### config.mk
export PLATFORM = sky130hd
export DESIGN_NAME = html_entity_decoder
export DESIGN_NICKNAME = d
export VERILOG_FILES = /design/src/hw/rtl/hed_pkg.sv /design/src/hw/rtl/hed_front.sv /design/src/hw/rtl/hed_back.sv /design/src/hw/rtl/html_entity_decoder.sv
export SDC_FILE = /design/constraint.sdc
export NUM_CORES = 1
export LEC_CHECK = 0
export BUFFER_PORTS_ARGS = -buffer_cell sky130_fd_sc_hd__buf_4
export CAP_MARGIN = 20
export CELL_PAD_IN_SITES_DETAIL_PLACEMENT = 1
export CELL_PAD_IN_SITES_GLOBAL_PLACEMENT = 2
export CORE_MARGIN = 2
export CORE_UTILIZATION = 43
export CTS_BUF_LIST = sky130_fd_sc_hd__clkbuf_16
export CTS_CLUSTER_DIAMETER = 120
export DETAILED_ROUTE_END_ITERATION = 10
export PLACE_DENSITY_LB_ADDON = 0.1
export REMOVE_ABC_BUFFERS = 1
export SLEW_MARGIN = 0
export SYNTH_ARGS = -nofsm -noshare
export SYNTH_HDL_FRONTEND = slang
export SYNTH_HIERARCHICAL = 1
export SYNTH_SLANG_ARGS = --single-unit
### constraint.sdc
create_clock -name clk -period 18.38 [get_ports clk]
set_clock_uncertainty 0.15 [all_clocks]
set_input_delay 1.838 -clock clk [delete_from_list [all_inputs] [get_ports clk]]
set_output_delay 1.838 -clock clk [all_outputs]
set_load 0.01 [all_outputs]
### src/hw/rtl/hed_pkg.sv
// html entity decoder package: shared types, constants and lookup functions
// no dependencies
package hed_pkg;

  localparam logic [20:0] CpMax = 21'h10FFFF;
  localparam logic [7:0] ChSemi = 8'h3B;
  localparam logic [7:0] ChAmp = 8'h26;
  localparam logic [7:0] ChHash = 8'h23;
  localparam logic [7:0] ChLowX = 8'h78;
  localparam logic [7:0] ChUpX = 8'h58;
  localparam int NumNames = 48;

  // classified item handed from front to back
  typedef struct packed {
    logic       semi;      // ended on ';'
    logic       first;     // ended on its first byte
    logic       numeric;
    logic       dig_ok;    // digits seen, no digit error
    logic [20:0] cp;
    logic [3:0] len;       // position + 1 of the ending byte
    logic [NumNames-1:0] name_hit;
    logic       amp_first;
  } front_item_t;

  // name table, 7 bytes each, index 0 is the first character
  function automatic logic [55:0] name_str(input int idx);
    logic [55:0] s;
    s = '0;
    case (idx)
      0: s = {"amp", 32'h0};     1: s = {"lt", 40'h0};
      2: s = {"gt", 40'h0};      3: s = {"quot", 24'h0};
      4: s = {"apos", 24'h0};    5: s = {"rsquo", 16'h0};
      6: s = {"lsquo", 16'h0};   7: s = {"rdquo", 16'h0};
      8: s = {"ldquo", 16'h0};   9: s = {"nbsp", 24'h0};
      10: s = {"mdash", 16'h0};  11: s = {"ndash", 16'h0};
      12: s = {"hellip", 8'h0};  13: s = {"middot", 8'h0};
      14: s = {"bull", 24'h0};   15: s = {"copy", 24'h0};
      16: s = {"reg", 32'h0};    17: s = {"trade", 16'h0};
      18: s = {"times", 16'h0};  19: s = {"divide", 8'h0};
      20: s = {"deg", 32'h0};    21: s = {"laquo", 16'h0};
      22: s = {"raquo", 16'h0};  23: s = {"euro", 24'h0};
      24: s = {"rarr", 24'h0};   25: s = {"rArr", 24'h0};
      26: s = {"larr", 24'h0};   27: s = {"lArr", 24'h0};
      28: s = {"uarr", 24'h0};   29: s = {"darr", 24'h0};
      30: s = {"harr", 24'h0};   31: s = {"minus", 16'h0};
      32: s = {"plusmn", 8'h0};  33: s = {"prime", 16'h0};
      34: s = {"Prime", 16'h0};  35: s = {"sect", 24'h0};
      36: s = {"para", 24'h0};   37: s = {"dagger", 8'h0};
      38: s = {"Dagger", 8'h0};  39: s = {"cent", 24'h0};
      40: s = {"pound", 16'h0};  41: s = {"yen", 32'h0};
      42: s = {"micro", 16'h0};  43: s = {"frasl", 16'h0};
      44: s = {"lsaquo", 8'h0};  45: s = {"rsaquo", 8'h0};
      46: s = {"sbquo", 16'h0};  47: s = {"bdquo", 16'h0};
      default: s = '0;
    endcase
    return s;
  endfunction

  function automatic logic [6:0] name_char(input int idx);
    case (idx)
      0: return 7'h26;  1: return 7'h3C;  2: return 7'h3E;  3: return 7'h22;
      4, 5, 6, 33: return 7'h27;
      7, 8, 21, 22, 34, 47: return 7'h22;
      9: return 7'h20;
      10, 11, 30, 31: return 7'h2D;
      12: return 7'h2E;  13, 14: return 7'h2A;
      15, 39: return 7'h63;  16: return 7'h72;  17: return 7'h74;
      18: return 7'h78;  19, 43: return 7'h2F;  20: return 7'h6F;
      23: return 7'h45;  24, 25, 45: return 7'h3E;
      26, 27, 44: return 7'h3C;  28: return 7'h5E;  29: return 7'h76;
      32, 37, 38: return 7'h2B;  35: return 7'h53;  36: return 7'h50;
      40: return 7'h4C;  41: return 7'h59;  42: return 7'h75;
      46: return 7'h2C;
      default: return 7'h20;
    endcase
  endfunction

  function automatic int name_len(input int idx);
    logic [55:0] s;
    int n;
    s = name_str(idx);
    n = 0;
    for (int k = 0; k < 7; k++) begin
      if (s[55-8*k -: 8] != 8'h0) n = k + 1;
    end
    return n;
  endfunction

  function automatic logic [6:0] latin_fold(input logic [5:0] i);
    logic [511:0] t;
    t = {"AAAAAAACEEEEIIII", "DNOOOOOxOUUUUY s", "aaaaaaaceeeeiiii",
         "dnooooo/ouuuuy y"};
    return t[511-8*i - 1 -: 7];
  endfunction

  function automatic logic [6:0] fold_cp(input logic [20:0] v);
    logic [6:0] r;
    r = 7'h20;
    if (v >= 21'd32 && v < 21'd127) r = v[6:0];
    else begin
      case (v)
        21'h2018, 21'h2019, 21'h201A: r = 7'h27;
        21'h201C, 21'h201D, 21'h201E, 21'h00AB, 21'h00BB: r = 7'h22;
        21'h2013, 21'h2014: r = 7'h2D;
        21'h2026: r = 7'h2E;
        21'h2022, 21'h00B7: r = 7'h2A;
        21'h00A0: r = 7'h20;
        21'h00A9: r = 7'h63;
        21'h00AE: r = 7'h72;
        21'h2122: r = 7'h74;
        21'h00B0: r = 7'h6F;
        21'h20AC: r = 7'h45;
        default: begin
          if (v >= 21'hC0 && v <= 21'hFF) r = latin_fold(v[5:0]);
        end
      endcase
    end
    return r;
  endfunction

endpackage

### src/hw/rtl/hed_front.sv
// front: scans bytes, tracks window state, digits and name matches per byte
// depends on hed_pkg
module hed_front import hed_pkg::*; #(
  parameter int MaxScan = 12
) (
  input  logic        clk,
  input  logic        rst,
  input  logic        in_valid,
  input  logic [7:0]  byte_value,
  input  logic        window_start,
  input  logic        buffer_end,
  input  logic        take,
  output logic        item_valid,
  output front_item_t item
);

  localparam int PosW = $clog2(MaxScan + 1);

  logic              window_active;
  logic [PosW-1:0]   byte_position;
  logic              numeric_mode, hex_mode, digit_seen, digit_error;
  logic [20:0]       code_point;
  logic [NumNames-1:0] alive;
  logic              amp_first;

  logic              act, num_n, hex_n, seen_n, err_n, amp_n, is_dig;
  logic [PosW-1:0]   p;
  logic [20:0]       cp_n;
  logic [24:0]       prod;
  logic [3:0]        dval;
  logic [NumNames-1:0] alive_n, hit;
  logic              ends, semi;
  logic [55:0]       nm;

  always_comb begin
    act = window_start | window_active;
    p = window_start ? '0 : byte_position;
    num_n = window_start ? 1'b0 : numeric_mode;
    hex_n = window_start ? 1'b0 : hex_mode;
    seen_n = window_start ? 1'b0 : digit_seen;
    err_n = window_start ? 1'b0 : digit_error;
    cp_n = window_start ? '0 : code_point;
    amp_n = window_start ? (byte_value == ChAmp) : amp_first;
    semi = byte_value == ChSemi;
    is_dig = 1'b0;
    dval = '0;
    if (byte_value >= "0" && byte_value <= "9") begin
      is_dig = 1'b1; dval = 4'(byte_value - "0");
    end else if (hex_n && byte_value >= "a" && byte_value <= "f") begin
      is_dig = 1'b1; dval = 4'(byte_value - "a" + 8'd10);
    end else if (hex_n && byte_value >= "A" && byte_value <= "F") begin
      is_dig = 1'b1; dval = 4'(byte_value - "A" + 8'd10);
    end
    prod = hex_n ? {cp_n, 4'h0} : ({4'h0, cp_n} << 3) + ({4'h0, cp_n} << 1);
    prod = prod + 25'(dval);
    if (!semi) begin
      if (p == PosW'(1) && byte_value == ChHash) num_n = 1'b1;
      else if (num_n && p == PosW'(2) && (byte_value == ChLowX || byte_value == ChUpX))
        hex_n = 1'b1;
      else if (num_n && p >= PosW'(2)) begin
        if (is_dig) begin
          cp_n = (prod > 25'(CpMax)) ? CpMax : prod[20:0];
          seen_n = 1'b1;
        end else err_n = 1'b1;
      end
    end
    // per-name match: name char k sits at window position k+1
    for (int t = 0; t < NumNames; t++) begin
      nm = name_str(t);
      alive_n[t] = window_start ? 1'b1 : alive[t];
      hit[t] = alive_n[t] && (int'(p) == name_len(t) + 1);
      if (p != '0) begin
        if (int'(p) > 7) alive_n[t] = 1'b0;
        else if (nm[55-8*(int'(p)-1) -: 8] != byte_value) alive_n[t] = 1'b0;
      end
    end
    ends = act && (semi || buffer_end || (int'(p) + 1 >= MaxScan));
  end

  always_ff @(posedge clk) begin
    if (rst) begin
      window_active <= 1'b0;
      item_valid <= 1'b0;
    end else begin
      item_valid <= (item_valid && !take) || (in_valid && ends);
      if (in_valid) begin
        if (act) begin
          window_active <= !ends;
          byte_position <= p + PosW'(1);
          numeric_mode <= num_n;
          hex_mode <= hex_n;
          digit_seen <= seen_n;
          digit_error <= err_n;
          code_point <= cp_n;
          alive <= alive_n;
          amp_first <= amp_n;
        end
        if (ends) begin
          item.semi <= semi;
          item.first <= p == '0;
          item.numeric <= num_n;
          item.dig_ok <= seen_n && !err_n;
          item.cp <= cp_n;
          item.len <= 4'(p + PosW'(1));
          item.name_hit <= hit;
          item.amp_first <= amp_n;
        end
      end
    end
  end

endmodule

### src/hw/rtl/hed_back.sv
// back: resolves a classified item into length and character
// depends on hed_pkg
module hed_back import hed_pkg::*; (
  input  logic        clk,
  input  logic        rst,
  input  logic        item_valid,
  input  front_item_t item,
  output logic        take,
  output logic        out_valid,
  input  logic        out_stall,
  output logic [3:0]  len_q,
  output logic [6:0]  char_q
);

  logic [3:0] len_c;
  logic [6:0] ch_c;

  assign take = item_valid && (!out_valid || !out_stall);

  always_comb begin
    len_c = '0;
    ch_c = '0;
    if (item.semi && !item.first) begin
      if (item.numeric) begin
        if (item.dig_ok) begin
          len_c = item.len; ch_c = fold_cp(item.cp);
        end
      end else if (item.amp_first) begin
        for (int t = NumNames - 1; t >= 0; t--) begin
          if (item.name_hit[t]) begin
            len_c = item.len; ch_c = name_char(t);
          end
        end
      end
    end
  end

  always_ff @(posedge clk) begin
    if (rst) out_valid <= 1'b0;
    else if (take) begin
      out_valid <= 1'b1;
      len_q <= len_c;
      char_q <= ch_c;
    end else if (!out_stall) out_valid <= 1'b0;
  end

  assert property (@(posedge clk) disable iff (rst) len_q == 4'd0 && out_valid |-> char_q == 7'd0)
    else $error("char without length");
  assert property (@(posedge clk) disable iff (rst) out_valid && out_stall |=> out_valid)
    else $error("stalled result dropped");
  assert property (@(posedge clk) disable iff (rst) take |=> out_valid)
    else $error("taken item not shown");

endmodule

### src/hw/rtl/html_entity_decoder.sv
// html entity decoder top: front scanner, one-entry queue, back resolver
// depends on hed_pkg, hed_front, hed_back
// the item for the ending byte is registered in the front, the result in the back
// throughput: one byte per cycle, set by the per-byte name matcher, while in_stall is low
// reset: synchronous rst clears window and valid state
module html_entity_decoder import hed_pkg::*; #(
  parameter int MAX_SCAN = 12
) (
  input  logic       clk,
  input  logic       rst,
  input  logic       in_valid,
  output logic       in_stall,
  input  logic [7:0] byte_value,
  input  logic       window_start,
  input  logic       buffer_end,
  output logic       out_valid,
  input  logic       out_stall,
  output logic [3:0] consumed_length,
  output logic [6:0] ascii_char
);

  logic        item_valid, take;
  front_item_t item;

  assign in_stall = item_valid && !take;

  hed_front #(.MaxScan(MAX_SCAN)) u_front (
    .clk, .rst, .in_valid(in_valid && !in_stall), .byte_value, .window_start,
    .buffer_end, .take, .item_valid, .item
  );

  hed_back u_back (
    .clk, .rst, .item_valid, .item, .take, .out_valid, .out_stall,
    .len_q(consumed_length), .char_q(ascii_char)
  );

endmodule
==> flow_summary.toml <==
[route]
met3_length_um = 2470
viasPerCell = 6.22
routed_wl_um = 43500
met2_length_um = 18700
firstDrtPassIters = 5
route.detailed.drc = 0
topRoutingLayerUsed = "met4"
vias = 11639
met1Wirelength_um = 21500
drt_iter0_drc = 1082
routedWlPerCell_um = 23.2
drtAntennaViolNets = 0

[clock_network]
clockBufferDepth = 2
cts_buffers = 17
cts_setup_buffers = 0
clock_tree.root_cell = "clkbuf_16"
htree_levels = 4
tritoncts = "yes"
post_cts_resized = 0
clkLatencyLatePin_ps = 440
cts_sinks = 170
clk_pin_slew_ps = 70
cts_hold_buf = 0

[synth]
postSynth.asyncResetShare_pct = 0
synth_area_um2 = 12900
synth-edff-count = 167
synthCells = 1512
netlist.area_leader.share_pct = 38.8
synth_compound_area_share_pct = 19.0
ys_types = 92
ys_seq_elements = 170
synthMuxAreaShare_pct = 0.727
synth-xor-area-share_pct = 7.79
syn-mean-instance-area_um2 = 8.54
synth.top_cells.by_area = "edfxtp_1 (39%), nor2_1 (6.6%), a21oi_1 (5.3%)"
yosys_most_used_dff = "edfxtp_1"
synth_most_common_cell = "nor2_1"
yosysTopAreaCell = "edfxtp_1"
synth_fa_ha_area_share_pct = 2.80
synth_top_family_by_area = "simple AND/OR/NAND/NOR gates"
yosysWarningCount = 6
yosys.area_share.simple_pct = 26.5
synth_commonest_cells = "nor2_1 (228), edfxtp_1 (167), a21oi_1 (138)"
ys_seq_area_share_pct = 39.3

[setup_path]
crit_path_end_kind = "flop"
arrival_ps = 6970
rr_startpoint = "u_front/hex_mode$_DFFE_PP_"
crit_required_ps = 18370
r2r-end = "u_front/code_point[7]$_DFFE_PP_"
crit_path_end = "u_front/code_point[7]$_DFFE_PP_"
worst_setup_path_start_kind = "primary input"
crit_type = "primary input to flop"
cp_max_fo = 53
r2r_cells = 18
critPathLaunch = "window_start"
r2r_setup_slack_ps = 12480

[timing]
period_minus_slack_ps = 6970
tightest_slew_ps = 1060
drv_slew = 0
hold_violations = 0
setup_tns_ps = 0
rsz0062_at_grt = "no"
setup_viol = 0
slew_headroom_pct = 29.4
max_freq_mhz = 143
min_period_over_period_pct = 37.9

[power]
powerDensity_nw_per_um2 = 68.1
power.leakage_nw = 4.66
peakVddDrop_mv = 0.0558

[grt]
grt_usage_pct = 27.9
grt-ovfl-total = 0
grt_max_degree = 79
grt_pass1_vias = 11283
antenna_found_initial = 2
grt_pass1_wl_um = 67400

[run_status]
status = "finished, final reports clean"

[layout]
area_growth_pct = 7.36
diodes = 0
drive_gt1_share_pct = 8.30
finish.net_count = 1508
finalNonFillerCells = 1872
fillers = 3543

[floorplanning]
die_area_um2 = 31400
die_w_um = 177
design.core.area_um2 = 29600
ios = 27
rows = 63
initial_core_util_pct = 43.6
die_y_um = 177

[place]
dp_cells = 1840
numPortBuffers = 26
hpwl_um = 32000
routabilityCongestion = 0.927

[run]
max-cap-violations = 0

[worst_hold_path]
hold_path.class = "flop to flop"
[how the worst min path moves through the flow]
stage                                   from                       endpoint  slack [ps]  cells after the start
2_1_floorplan  u_front/item_valid$_SDFF_PP0_  u_front/item_valid$_SDFF_PP0_         320                      1
3_3_place_gp   u_front/item_valid$_SDFF_PP0_  u_front/item_valid$_SDFF_PP0_         340                      1
3_5_place_dp   u_front/item_valid$_SDFF_PP0_  u_front/item_valid$_SDFF_PP0_         350                      1
4_1_cts        u_front/item_valid$_SDFF_PP0_  u_front/item_valid$_SDFF_PP0_         370                      1
5_1_grt        u_front/item_valid$_SDFF_PP0_  u_front/item_valid$_SDFF_PP0_         410                      1
6_report       u_front/item_valid$_SDFF_PP0_  u_front/item_valid$_SDFF_PP0_         370                      1
[metrics by stage]
stage / setup slack [ps] / util (%) / power (mW) / instance area, µm² / hold slack, ps
floorplan: 6210 / - / 0.548 / 12500 / 317
global placement: 11250 / 44.9 / 0.599 / 13300 / 342
detailed placement: 11000 / 44.9 / 0.601 / 13300 / 354
CTS: 11450 / 46.8 / 0.947 / 13900 / 372
global route: 10990 / 46.8 / 0.978 / 13900 / 411
finish: 11410 / 46.8 / 0.944 / 13900 / 368
[cells in the final DEF, fill, tap and decap left out, drive strengths merged, types with 7 or more instances in the layout]
cell type and n:
or2 11, and2 13, o22ai 10, or3 14, o21a 10, ha 24, edfxtp 167, a21o 16
nor2b 40, inv 37, xnor2 72, o21ai 77, nand3 50, nand2 127, o2111ai 13, a21oi 138
a31oi 28, o31ai 12, nand2b 14, nand4 20, xor2 42, a211oi 9, nor4 23, nor3 54
nor2 228, clkbuf 17, and3 20, a2111oi 7, nor3b 10, o21bai 8, o211ai 11, or4 21
buf 39
[critical path, stage by stage]
cell,delay [ps]
buf_4,390
buf_4,580
nor2b_1,160
ha_1,270
maj3_2,350
o2111a_1,180
nor3_2,310
nor2_1,110
a2111oi_2,650
nand3b_1,420
nor4b_2,490
nand3_1,170
or4_1,480
nand2_2,320
a31oi_1,200
[routing by layer]
layer / up-vias / GRT usage [%]
met4: 0 / 6.39
met5: - / 0
li1: 5488 / -
met3: 42 / 3.47
met1: 5775 / 43.7
met2: 334 / 40.8
[cells by family (layout without fill, tap and decap cells)]
group	count (synthesis)	in the layout
adders and majority gates	29	29
and+or+nand+nor	675	675
buffers and inverters	129	99
AOI/OAI and AO/OA	386	386
xor gates and xnor gates	114	114
DFF	170	170
muxes	9	9
[power by group]
part	internal [mW]	leakage, nW	total [mW]	switching (mW)
registers	0.439	1.59	0.452	0.0130
clock network	0.179	0.274	0.348	0.170
logic	0.0465	2.80	0.143	0.0966
[registers in the layout, summed over array words and instances (netlist names)]
name and count:
u_back/char_q 7, u_back/len_q 4, u_back/out_valid 1, u_front/alive 48, u_front/amp_first 1, u_front/byte_position 4, u_front/code_point 21, u_front/digit_error 1
u_front/digit_seen 1, u_front/hex_mode 1, u_front/item 78, u_front/item_valid 1, u_front/numeric_mode 1, u_front/window_active 1
[layout make-up]
type / count / area (µm²) / area share [%]
sequential: 170 / 5070 / 36.6
inverter: 28 / 105 / 0.758
clock inverter: 15 / 131 / 0.948
multi-input combinational: 1213 / 7350 / 53.0
clock buffer: 17 / 425 / 3.07
tap: 390 / 488 / 3.52
timing repair buffer: 39 / 293 / 2.11
Note: power is estimated with default switching activity, not from simulation.
